--- src/rtl/core/lcd_rect_fill_byte_sequencer_macros.svh ---
// ----------------------------------------------------------------------------
// Assertion macros for the rectangle fill byte sequencer
// Clocked property checks with and without a reset disable.
// ----------------------------------------------------------------------------
`ifndef LCD_RECT_FILL_BYTE_SEQUENCER_MACROS_SVH
`define LCD_RECT_FILL_BYTE_SEQUENCER_MACROS_SVH

`ifndef ASSERT_OFF

`define LRFS_ASSERT(label, clk, rst, prop) \
   label: assert property (@(posedge clk) disable iff (rst) prop) \
      else $error("lrfs assertion failed");

`define LRFS_ASSERT_ALWAYS(label, clk, prop) \
   label: assert property (@(posedge clk) prop) \
      else $error("lrfs assertion failed");

`else

`define LRFS_ASSERT(label, clk, rst, prop)

`define LRFS_ASSERT_ALWAYS(label, clk, prop)

`endif

`endif

--- src/rtl/core/lrfs_pkg.sv ---
// ----------------------------------------------------------------------------
// lrfs_pkg
// Types and constants shared by the rectangle fill byte sequencer.
// ----------------------------------------------------------------------------
`timescale 1ns / 1ps

package lrfs_pkg;

   localparam logic OP_START = 1'b0;
   localparam logic OP_TICK  = 1'b1;

   localparam logic [1:0] CSR_SCREEN_WIDTH  = 2'd0;
   localparam logic [1:0] CSR_SCREEN_HEIGHT = 2'd1;
   localparam logic [1:0] CSR_ROW_OFFSET    = 2'd2;

   localparam logic [9:0] SCREEN_WIDTH_RESET  = 10'd128;
   localparam logic [9:0] SCREEN_HEIGHT_RESET = 10'd160;
   localparam logic [8:0] ROW_OFFSET_RESET    = 9'd0;

   localparam logic [7:0] CMD_COLUMN_SET = 8'h2A;
   localparam logic [7:0] CMD_ROW_SET    = 8'h2B;
   localparam logic [7:0] CMD_MEM_WRITE  = 8'h2C;

   localparam logic [3:0] STEP_COL_CMD      = 4'd0;
   localparam logic [3:0] STEP_COL_START_HI = 4'd1;
   localparam logic [3:0] STEP_COL_START_LO = 4'd2;
   localparam logic [3:0] STEP_COL_STOP_HI  = 4'd3;
   localparam logic [3:0] STEP_COL_STOP_LO  = 4'd4;
   localparam logic [3:0] STEP_ROW_CMD      = 4'd5;
   localparam logic [3:0] STEP_ROW_START_HI = 4'd6;
   localparam logic [3:0] STEP_ROW_START_LO = 4'd7;
   localparam logic [3:0] STEP_ROW_STOP_HI  = 4'd8;
   localparam logic [3:0] STEP_ROW_STOP_LO  = 4'd9;
   localparam logic [3:0] STEP_MEM_CMD      = 4'd10;

   localparam logic [1:0] QUEUE_DEPTH = 2'd2;

   typedef enum logic [1:0] {
      KIND_TICK,
      KIND_START,
      KIND_DROP
   } kind_type;

   typedef enum logic [1:0] {
      PHASE_IDLE,
      PHASE_PREAMBLE,
      PHASE_PIXELS
   } phase_type;

   typedef struct packed {
      logic        opcode;
      logic [9:0]  rect_x;
      logic [9:0]  rect_y;
      logic [9:0]  rect_width;
      logic [9:0]  rect_height;
      logic [15:0] fill_color;
   } req_type;

   typedef struct packed {
      logic       byte_valid;
      logic [7:0] spi_byte;
      logic       is_data;
      logic       last_byte;
      logic       busy_res;
   } rsp_type;

   typedef struct packed {
      logic [9:0] screen_width;
      logic [9:0] screen_height;
      logic [8:0] row_offset;
   } cfg_type;

   typedef struct packed {
      kind_type    kind;
      logic [15:0] column_start;
      logic [15:0] column_stop;
      logic [15:0] row_start;
      logic [15:0] row_stop;
      logic [15:0] color;
      logic [19:0] pixels;
   } entry_type;

endpackage

--- src/rtl/core/lrfs_front.sv ---
// ----------------------------------------------------------------------------
// lrfs_front
// Accepts items, clips start requests to the screen or marks them as drops,
// and builds queue entries with window addresses and pixel count.
// ----------------------------------------------------------------------------
`timescale 1ns / 1ps

module lrfs_front import lrfs_pkg::*; (
   input  logic      clock,
   input  logic      reset,
   input  cfg_type   cfg,
   input  logic      req_valid,
   output logic      req_ready,
   input  req_type   req_data,
   output logic      push_valid,
   input  logic      push_ready,
   output entry_type push_entry
);

   logic        a_valid_ff, a_valid_in;
   kind_type    a_kind_ff, a_kind_in;
   logic [9:0]  a_x_ff, a_y_ff, a_w_ff, a_h_ff;
   logic [9:0]  a_w_in, a_h_in;
   logic [15:0] a_color_ff;
   logic [10:0] x_sum, y_sum;
   logic        off_screen;
   logic        accept;
   logic [15:0] row_base;

   // clip
   always_comb begin
      x_sum      = {1'b0, req_data.rect_x} + {1'b0, req_data.rect_width};
      y_sum      = {1'b0, req_data.rect_y} + {1'b0, req_data.rect_height};
      off_screen = (req_data.rect_x >= cfg.screen_width) ||
                   (req_data.rect_y >= cfg.screen_height);
      if (req_data.rect_width != 10'd0 && x_sum > {1'b0, cfg.screen_width}) begin
         a_w_in = cfg.screen_width - req_data.rect_x;
      end else begin
         a_w_in = req_data.rect_width;
      end
      if (req_data.rect_height != 10'd0 && y_sum > {1'b0, cfg.screen_height}) begin
         a_h_in = cfg.screen_height - req_data.rect_y;
      end else begin
         a_h_in = req_data.rect_height;
      end
      if (req_data.opcode == OP_TICK) begin
         a_kind_in = KIND_TICK;
      end else if (off_screen) begin
         a_kind_in = KIND_DROP;
      end else begin
         a_kind_in = KIND_START;
      end
   end

   assign req_ready = !a_valid_ff || push_ready;
   assign accept    = req_valid && req_ready;

   always_comb begin
      if (req_ready) begin
         a_valid_in = req_valid;
      end else begin
         a_valid_in = a_valid_ff;
      end
   end

   always_ff @(posedge clock) begin
      if (reset) begin
         a_valid_ff <= 1'b0;
      end else begin
         a_valid_ff <= a_valid_in;
      end
   end

   always_ff @(posedge clock) begin
      if (accept) begin
         a_kind_ff  <= a_kind_in;
         a_x_ff     <= req_data.rect_x;
         a_y_ff     <= req_data.rect_y;
         a_w_ff     <= a_w_in;
         a_h_ff     <= a_h_in;
         a_color_ff <= req_data.fill_color;
      end
   end

   // build entry
   always_comb begin
      row_base                = {6'd0, a_y_ff} + {7'd0, cfg.row_offset};
      push_valid              = a_valid_ff;
      push_entry.kind         = a_kind_ff;
      push_entry.column_start = {6'd0, a_x_ff};
      push_entry.column_stop  = {6'd0, a_x_ff} + {6'd0, a_w_ff} - 16'd1;
      push_entry.row_start    = row_base;
      push_entry.row_stop     = row_base + {6'd0, a_h_ff} - 16'd1;
      push_entry.color        = a_color_ff;
      push_entry.pixels       = {10'd0, a_w_ff} * {10'd0, a_h_ff};
   end

endmodule

--- src/rtl/core/lrfs_queue.sv ---
// ----------------------------------------------------------------------------
// lrfs_queue
// Two-entry queue between front and back; the head always sits in slot 0.
// ----------------------------------------------------------------------------
`timescale 1ns / 1ps

module lrfs_queue import lrfs_pkg::*; (
   input  logic      clock,
   input  logic      reset,
   input  logic      push_valid,
   output logic      push_ready,
   input  entry_type push_entry,
   output logic      pop_valid,
   input  logic      pop_ready,
   output entry_type pop_entry
);

   entry_type  slot0_ff, slot1_ff;
   logic [1:0] count_ff, count_in;
   logic       push, pop;

   assign push_ready = count_ff != QUEUE_DEPTH;
   assign pop_valid  = count_ff != 2'd0;
   assign pop_entry  = slot0_ff;
   assign push       = push_valid && push_ready;
   assign pop        = pop_valid && pop_ready;

   always_comb begin
      count_in = count_ff + {1'b0, push} - {1'b0, pop};
   end

   always_ff @(posedge clock) begin
      if (reset) begin
         count_ff <= 2'd0;
      end else begin
         count_ff <= count_in;
      end
   end

   always_ff @(posedge clock) begin
      if (pop) begin
         if (count_ff == QUEUE_DEPTH) begin
            slot0_ff <= slot1_ff;
         end else begin
            slot0_ff <= push_entry;
         end
         slot1_ff <= push_entry;
      end else if (push) begin
         if (count_ff == 2'd0) begin
            slot0_ff <= push_entry;
         end else begin
            slot1_ff <= push_entry;
         end
      end
   end

endmodule

--- src/rtl/core/lrfs_back.sv ---
// ----------------------------------------------------------------------------
// lrfs_back
// Runs the fill: preamble sequencer, pixel byte counter and result register.
// ----------------------------------------------------------------------------
`timescale 1ns / 1ps

`include "lcd_rect_fill_byte_sequencer_macros.svh"

module lrfs_back import lrfs_pkg::*; (
   input  logic      clock,
   input  logic      reset,
   input  logic      pop_valid,
   output logic      pop_ready,
   input  entry_type pop_entry,
   output logic      rsp_valid,
   input  logic      rsp_ready,
   output rsp_type   rsp_data
);

   phase_type   phase_ff, phase_in;
   logic [3:0]  step_ff;
   logic [15:0] col_start_ff, col_stop_ff, row_start_ff, row_stop_ff, color_ff;
   logic [19:0] pixels_left_ff;
   logic        low_half_ff;
   logic        rsp_valid_ff;
   rsp_type     rsp_ff, rsp_in;
   logic        pop, pop_start, pop_tick;
   logic        pixel_byte;

   assign pop_ready = !rsp_valid_ff || rsp_ready;
   assign pop       = pop_valid && pop_ready;
   assign pop_start = pop && pop_entry.kind == KIND_START && phase_ff == PHASE_IDLE;
   assign pop_tick  = pop && pop_entry.kind == KIND_TICK;
   assign pixel_byte = pop_tick && phase_ff == PHASE_PIXELS && pixels_left_ff != 20'd0;

   // next state
   always_comb begin
      phase_in = phase_ff;
      unique case (phase_ff)
         PHASE_IDLE: begin
            if (pop_start) begin
               phase_in = PHASE_PREAMBLE;
            end
         end
         PHASE_PREAMBLE: begin
            if (pop_tick && step_ff == STEP_MEM_CMD) begin
               phase_in = (pixels_left_ff == 20'd0) ? PHASE_IDLE : PHASE_PIXELS;
            end
         end
         PHASE_PIXELS: begin
            if (pop_tick && (pixels_left_ff == 20'd0 ||
                             (low_half_ff && pixels_left_ff == 20'd1))) begin
               phase_in = PHASE_IDLE;
            end
         end
         default: phase_in = PHASE_IDLE;
      endcase
   end

   // outputs
   always_comb begin
      rsp_in            = '0;
      rsp_in.busy_res   = phase_in != PHASE_IDLE;
      if (pop_tick && phase_ff == PHASE_PREAMBLE) begin
         rsp_in.byte_valid = 1'b1;
         rsp_in.is_data    = 1'b1;
         rsp_in.last_byte  = step_ff == STEP_MEM_CMD && pixels_left_ff == 20'd0;
         unique case (step_ff)
            STEP_COL_CMD: begin
               rsp_in.spi_byte = CMD_COLUMN_SET;
               rsp_in.is_data  = 1'b0;
            end
            STEP_COL_START_HI: rsp_in.spi_byte = col_start_ff[15:8];
            STEP_COL_START_LO: rsp_in.spi_byte = col_start_ff[7:0];
            STEP_COL_STOP_HI:  rsp_in.spi_byte = col_stop_ff[15:8];
            STEP_COL_STOP_LO:  rsp_in.spi_byte = col_stop_ff[7:0];
            STEP_ROW_CMD: begin
               rsp_in.spi_byte = CMD_ROW_SET;
               rsp_in.is_data  = 1'b0;
            end
            STEP_ROW_START_HI: rsp_in.spi_byte = row_start_ff[15:8];
            STEP_ROW_START_LO: rsp_in.spi_byte = row_start_ff[7:0];
            STEP_ROW_STOP_HI:  rsp_in.spi_byte = row_stop_ff[15:8];
            STEP_ROW_STOP_LO:  rsp_in.spi_byte = row_stop_ff[7:0];
            default: begin
               rsp_in.spi_byte = CMD_MEM_WRITE;
               rsp_in.is_data  = 1'b0;
            end
         endcase
      end else if (pixel_byte) begin
         rsp_in.byte_valid = 1'b1;
         rsp_in.is_data    = 1'b1;
         rsp_in.spi_byte   = low_half_ff ? color_ff[7:0] : color_ff[15:8];
         rsp_in.last_byte  = low_half_ff && pixels_left_ff == 20'd1;
      end
   end

   always_ff @(posedge clock) begin
      if (reset) begin
         phase_ff     <= PHASE_IDLE;
         rsp_valid_ff <= 1'b0;
      end else begin
         phase_ff <= phase_in;
         if (pop_ready) begin
            rsp_valid_ff <= pop_valid;
         end
      end
   end

   always_ff @(posedge clock) begin
      if (pop) begin
         rsp_ff <= rsp_in;
      end
      if (pop_start) begin
         step_ff        <= STEP_COL_CMD;
         col_start_ff   <= pop_entry.column_start;
         col_stop_ff    <= pop_entry.column_stop;
         row_start_ff   <= pop_entry.row_start;
         row_stop_ff    <= pop_entry.row_stop;
         color_ff       <= pop_entry.color;
         pixels_left_ff <= pop_entry.pixels;
         low_half_ff    <= 1'b0;
      end else if (pop_tick && phase_ff == PHASE_PREAMBLE) begin
         step_ff <= step_ff + 4'd1;
      end else if (pixel_byte) begin
         low_half_ff <= !low_half_ff;
         if (low_half_ff) begin
            pixels_left_ff <= pixels_left_ff - 20'd1;
         end
      end
   end

   assign rsp_valid = rsp_valid_ff;
   assign rsp_data  = rsp_ff;

   `LRFS_ASSERT(a_last_ends_fill, clock, reset, rsp_valid_ff && rsp_ff.last_byte |-> rsp_ff.byte_valid && !rsp_ff.busy_res)
   `LRFS_ASSERT(a_step_range, clock, reset, phase_ff == PHASE_PREAMBLE |-> step_ff <= STEP_MEM_CMD)
   `LRFS_ASSERT(a_pixels_pending, clock, reset, phase_ff == PHASE_PIXELS |-> pixels_left_ff != 20'd0)
   `LRFS_ASSERT(a_start_arms, clock, reset, pop_start |=> phase_ff == PHASE_PREAMBLE)
   `LRFS_ASSERT_ALWAYS(a_reset_idle, clock, !reset && $past(reset) |-> phase_ff == PHASE_IDLE && !rsp_valid_ff)

endmodule

--- src/rtl/core/lcd_rect_fill_byte_sequencer.sv ---
// ----------------------------------------------------------------------------
// lcd_rect_fill_byte_sequencer
// Turns rectangle fill requests and byte ticks into panel SPI bytes with
// command/data flag, window setup preamble and clipped pixel stream.
//
//   Channel  Dir  Handshake              Payload
//   req_     in   req_valid/req_ready    req_type (opcode, rect, color)
//   rsp_     out  rsp_valid/rsp_ready    rsp_type (byte, flags, busy)
//   csr_     in   csr_valid/csr_ready    csr_index, csr_data
//
// One item per cycle while neither side stalls; one result per item, passing
// in turn through the clip register, a queue slot and the result register.
// The 10x10 pixel count multiply and window adders sit between clip register and queue.
// Reset clears control state and loads register defaults; no clearing pass.
// Either side may stall; the two-entry queue and the result register absorb it.
// ----------------------------------------------------------------------------
`timescale 1ns / 1ps

module lcd_rect_fill_byte_sequencer import lrfs_pkg::*; (
   input  logic       clock,
   input  logic       reset,
   input  logic       req_valid,
   output logic       req_ready,
   input  req_type    req_data,
   output logic       rsp_valid,
   input  logic       rsp_ready,
   output rsp_type    rsp_data,
   input  logic       csr_valid,
   output logic       csr_ready,
   input  logic [1:0] csr_index,
   input  logic [9:0] csr_data
);

   cfg_type   cfg_ff;
   logic      push_valid, push_ready, pop_valid, pop_ready;
   entry_type push_entry, pop_entry;

   assign csr_ready = 1'b1;

   always_ff @(posedge clock) begin
      if (reset) begin
         cfg_ff.screen_width  <= SCREEN_WIDTH_RESET;
         cfg_ff.screen_height <= SCREEN_HEIGHT_RESET;
         cfg_ff.row_offset    <= ROW_OFFSET_RESET;
      end else if (csr_valid) begin
         unique case (csr_index)
            CSR_SCREEN_WIDTH:  cfg_ff.screen_width  <= csr_data;
            CSR_SCREEN_HEIGHT: cfg_ff.screen_height <= csr_data;
            CSR_ROW_OFFSET:    cfg_ff.row_offset    <= csr_data[8:0];
            default: begin
            end
         endcase
      end
   end

   lrfs_front u_front (
      .clock      (clock),
      .reset      (reset),
      .cfg        (cfg_ff),
      .req_valid  (req_valid),
      .req_ready  (req_ready),
      .req_data   (req_data),
      .push_valid (push_valid),
      .push_ready (push_ready),
      .push_entry (push_entry)
   );

   lrfs_queue u_queue (
      .clock      (clock),
      .reset      (reset),
      .push_valid (push_valid),
      .push_ready (push_ready),
      .push_entry (push_entry),
      .pop_valid  (pop_valid),
      .pop_ready  (pop_ready),
      .pop_entry  (pop_entry)
   );

   lrfs_back u_back (
      .clock     (clock),
      .reset     (reset),
      .pop_valid (pop_valid),
      .pop_ready (pop_ready),
      .pop_entry (pop_entry),
      .rsp_valid (rsp_valid),
      .rsp_ready (rsp_ready),
      .rsp_data  (rsp_data)
   );

endmodule
--- config.mk ---
export PLATFORM = sky130hd
export DESIGN_NAME = lcd_rect_fill_byte_sequencer
export DESIGN_NICKNAME = d
export VERILOG_FILES = /design/src/rtl/core/lrfs_pkg.sv /design/src/rtl/core/lrfs_front.sv /design/src/rtl/core/lrfs_queue.sv /design/src/rtl/core/lrfs_back.sv /design/src/rtl/core/lcd_rect_fill_byte_sequencer.sv
export VERILOG_INCLUDE_DIRS = /design/src /design/src/rtl/core
export SDC_FILE = /design/constraint.sdc
export NUM_CORES = 1
export LEC_CHECK = 0
export ABC_AREA = 0
export BUFFER_PORTS_ARGS = -buffer_cell sky130_fd_sc_hd__buf_4
export CAP_MARGIN = 30
export CORE_MARGIN = 2
export CORE_UTILIZATION = 50
export DETAILED_ROUTE_END_ITERATION = 7
export PLACE_DENSITY = 0.67
export SETUP_SLACK_MARGIN = 0.3
export SLEW_MARGIN = 10
export SYNTH_ARGS = -nofsm -noshare
export SYNTH_HDL_FRONTEND = slang
export SYNTH_HIERARCHICAL = 1
export SYNTH_SLANG_ARGS = --single-unit
--- constraint.sdc ---
create_clock -name clock -period 9.44 [get_ports clock]
set_clock_uncertainty 0.15 [all_clocks]
set_input_delay 0.944 -clock clock [delete_from_list [all_inputs] [get_ports clock]]
set_output_delay 0.944 -clock clock [all_outputs]
set_load 0.02 [all_outputs]
==> tab_implementation.tex <==
\begin{tabular}{lr}
\hline
Metric & Value \\
\hline
\multicolumn{2}{l}{\textbf{Setup path}} \\
\quad Cells traversed along the worst timing path & inv\_1 > nor2\_1 > fa\_1 > fa\_1 > inv\_1 > fa\_1 > inv\_1 > fa\_1 > inv\_1 > fa\_1 > inv\_1 > ha\_1 > a21oi\_1 > o21ai\_0 > o21ai\_0 > nand2\_1 > o311ai\_0 > mux2\_2 \\
\quad Crit path DAT & 5990 ps \\
\quad Endpoint type of the worst setup path & flip-flop \\
\quad Cell at the slowest stage of the critical path & fa\_1 \\
\quad Cells on worst reg2reg path & 18 \\
\quad Highest net fanout along the worst path & 7 \\
\quad Critical Path Source Type & flip-flop \\
\quad Biggest cell delay along the critical path & 540 ps \\
\quad Critical path class & flip-flop to flip-flop \\
\quad Required time at the worst-slack endpoint & 9730 ps \\
\multicolumn{2}{l}{\textbf{Finish}} \\
\quad Antenna cells & 0 \\
\quad Fraction of final layout cells sized beyond drive strength 1 & 16.1\% \\
\quad Number of filler instances in the final layout & 3737 \\
\quad Fin nets & 2294 \\
\quad Area of all sequential standard cells & 0.0120 mm2 \\
\quad Area occupied by multi-input gates & 0.0104 mm2 \\
\quad Layout-stage area growth over the synthesis result & 11.6\% \\
\multicolumn{2}{l}{\textbf{Timing}} \\
\quad Total count of max-transition violations in the final report & 0 \\
\quad Final critical-path share of the clock period & 60.4\% \\
\quad Unrepaired setup endpoints after global routing & no \\
\quad Fmax & 175 MHz \\
\quad Hold violation total from the final report & 0 \\
\quad Hold slack final & 255 ps \\
\quad Final TNS setup & 0 ps \\
\quad Setup-violating endpoint count in the final report & 0 \\
\quad Transition time at the pin with the least slew margin & 931 ps \\
\quad Fin worst setup slack & 3740 ps \\
\quad Worst slew slack as a fraction of its limit & 37.9\% \\
\quad Final critical path time including I/O delays and setup & 5700 ps \\
\multicolumn{2}{l}{\textbf{Synthesis}} \\
\quad Synth area leader & edfxtp\_1 \\
\quad Most common library cells after synthesis & 374 x edfxtp\_1, 212 x inv\_1, 172 x ha\_1 \\
\quad \#FFs+latches synth & 414 \\
\quad Mean Syn Cell Area & 12.5 um2 \\
\quad Share of Yosys cell area claimed by the top area cell type & 47.6\% \\
\quad Primary FF master, synth & edfxtp\_1 \\
\quad Sequential-to-total area share from yosys stat & 51.0\% \\
\quad Unique masters post-synth & 86 \\
\quad Yosys Warn Count & 6 \\
\quad Number of flops mapped to enable cells by yosys & 374 \\
\quad Async set-or-reset flop fraction in the synthesized netlist & 0\% \\
\quad Most frequent cell after synthesis & edfxtp\_1 \\
\quad Synthesized area & 0.0236 mm2 \\
\quad Leading post-synthesis cells by cell area & edfxtp\_1 48\%, ha\_1 9.1\%, fa\_1 5.9\% \\
\quad Gate Count Post-Synth & 1883 \\
\multicolumn{2}{l}{\textbf{Clock network}} \\
\quad Quantity of gates resized following cts & 0 \\
\quad Clock buffer count from CTS & 45 \\
\quad Number of buffers inserted to repair setup after CTS & 0 \\
\quad Root buffer selected by CTS & clkbuf\_16 \\
\quad \# hold bufs at CTS & 0 \\
\quad TritonCTS clock tree & done \\
\quad CTS HTree Levels & 2 \\
\quad Clock network latency to the later pin of the worst-skew pair & 570 ps \\
\quad Clock transition at the registers of the reported paths & 60 ps \\
\quad Deepest clock path buffer count & 3 \\
\quad Sinks on the clock net & 414 \\
\multicolumn{2}{l}{\textbf{Routing}} \\
\quad Total wire length & 51900 um \\
\quad Via count & 14300 \\
\quad Vias per Instance & 5.48 \\
\quad Total DRC errors in the routed layout & 0 \\
\quad Routed Antenna Nets & 0 \\
\quad Average wire per standard cell & 19.8 um \\
\quad 1st-iter DRT viols & 844 \\
\quad Number of detailed-route iterations in the first pass & 5 \\
\multicolumn{2}{l}{\textbf{Pwr}} \\
\quad Leak Pwr & 11.0 nW \\
\quad Worst vdd ir & 408 uV \\
\quad P per Cell Area & 388 mW/mm2 \\
\multicolumn{2}{l}{\textbf{Placement}} \\
\quad Post-DP HPWL & 38200 um \\
\quad Placement-stage worst setup slack & 3760 ps \\
\quad \# port buffers & 87 \\
\quad Placer congestion estimate & 0.889 \\
\multicolumn{2}{l}{\textbf{GRT}} \\
\quad Grt total ovfl & 0 \\
\quad Maximum number of pins on one net before global-route repair & 77 \\
\quad Number of global-route vias before repair & 14700 \\
\quad Initial antenna violation count & 0 \\
\quad Overall global routing resource usage & 21.2\% \\
\quad Global-route wire length before repair & 81000 um \\
\multicolumn{2}{l}{\textbf{Floorplan}} \\
\quad Number of rows in the core area & 79 \\
\quad Boundary pin count & 89 \\
\quad Width of the die & 221 um \\
\quad Die Footprint & 0.0490 mm2 \\
\quad Core area & 0.0466 mm2 \\
\quad Initial cell density of the core & 50.7\% \\
\quad Die Ht & 221 um \\
\multicolumn{2}{l}{\textbf{Status}} \\
\quad Result of the run & finished, final reports clean \\
\multicolumn{2}{l}{\textbf{Hold path}} \\
\quad Cell depth of the worst min-delay path & 0 \\
\quad Hold WC Path Type & flip-flop to flip-flop \\
\multicolumn{2}{l}{\textbf{Job}} \\
\quad Max-cap violations & 0 \\
\hline
\end{tabular}
cell usage in the layout (no fill, tap or decap), types with 6 or more instances in the layout:
cell type	netlist	layout
nor2b_1	15	15
a21o_1	22	22
mux2_4	80	81
o21ai_1	14	14
a31oi_1	12	12
a21oi_1	62	62
inv_1	212	212
clkbuf_16	0	46
or3_1	9	9
xor2_1	29	29
o31ai_1	7	7
mux2i_1	47	47
nand4_1	9	9
ha_1	172	172
nor3_1	23	23
edfxtp_1	374	374
and3_1	6	6
clkinv_1	10	16
o21bai_1	8	8
bufinv_16	0	7
mux2_2	41	40
xnor2_1	52	52
o22ai_1	14	14
or2_2	7	7
nor4_1	8	8
clkinv_2	0	6
buf_4	20	98
dfxtp_1	40	40
fa_1	69	69
nand3_1	25	24
nor2_1	130	130
o21a_1	7	7
a22oi_1	14	14
nand2_1	104	103
o21ai_0	34	34
o211ai_1	12	12
nand2b_1	50	50
conb_1	2	12
a211oi_1	10	10
clkbuf_1	22	9
worst max-delay path, delay by kind of cell (launching register included):
kind                       cells  cell delay (ps)
buffers and inverters          5              450
AOI/OAI and AO/OA              4             1230
muxes                          1              250
and+or+nand+nor                2              280
DFF                            1              470
adders and majority gates      6             2750
per-layer routing:
metal	routed length, um	vias up	part of all wire [%]	track usage, %
met2	26000	313	50	37.3
met3	2010	82	3.9	3.36
met5	0	-	0	0
met4	1790	0	3.5	7.58
met1	22100	7038	43	26.4
li1	-	6910	-	-
power breakdown:
group	total (mW)	internal (mW)	switching (mW)
logic	5.08	2.21	2.86
clock network	1.79	1.09	0.707
registers	3.35	3.15	0.206
total	10.2	6.44	3.78
sequential cells by signal (all words and copies together) (netlist names), 2 cells and up:
register	flops
u_queue/count_ff	2
u_back/row_start_ff	16
u_queue/slot1_ff	102
u_back/rsp_data	12
u_queue/pop_entry	102
cfg_ff	29
u_back/color_ff	16
u_front/a_kind_ff	2
u_back/col_stop_ff	16
u_front/a_color_ff	16
u_front/a_w_ff	10
u_front/a_y_ff	10
u_back/step_ff	4
u_back/phase_ff	2
u_front/a_x_ff	10
u_back/pixels_left_ff	20
u_back/row_stop_ff	16
u_back/col_start_ff	16
u_front/a_h_ff	10
cell type report:
class / count / share of cell area (%)
Tap cell: 607 / 2.88
Clock buffer: 55 / 4.50
Clock inverter: 24 / 1.20
Timing Repair Buffer: 101 / 3.04
Inverter: 224 / 3.20
Sequential cell: 414 / 45.7
Multi-Input combinational cell: 1193 / 39.5
cell families after synthesis:
logic type | share of synthesized area, %
AOI/OAI and AO/OA | 7.72
DFF | 51.0
other | 0.0318
adders and majority gates | 15.0
buffers and inverters | 5.19
muxes | 9.08
and+or+nand+nor | 9.04
xor gates and xnor gates | 3.01
final timing paths:
path | startpoint | end | slack, ps
setup / recovery | u_front/a_w_ff[3]$_DFFE_PP_ | u_queue/pop_entry[19]$_DFFE_PP_ | 3740
setup reg to reg | u_front/a_w_ff[3]$_DFFE_PP_ | u_queue/pop_entry[19]$_DFFE_PP_ | 3740
hold / removal | u_queue/pop_entry[52]$_DFFE_PP_ | u_back/row_start_ff[0]$_DFFE_PP_ | 260
hold reg to reg | u_queue/pop_entry[52]$_DFFE_PP_ | u_back/row_start_ff[0]$_DFFE_PP_ | 260
through the flow:
stage / instances / area (um2) / utilization, % / total power, mW
floorplan: 1893 / 23600 / - / 7.21
global placement: 2535 / 24800 / 53.2 / 8.25
detailed placement: 2535 / 24800 / 53.2 / 8.40
CTS: 2614 / 26300 / 56.4 / 10.3
global route: 2618 / 26400 / 56.6 / 11.1
finish: 2618 / 26400 / 56.6 / 10.2
Power figures use the tool's default switching activity.
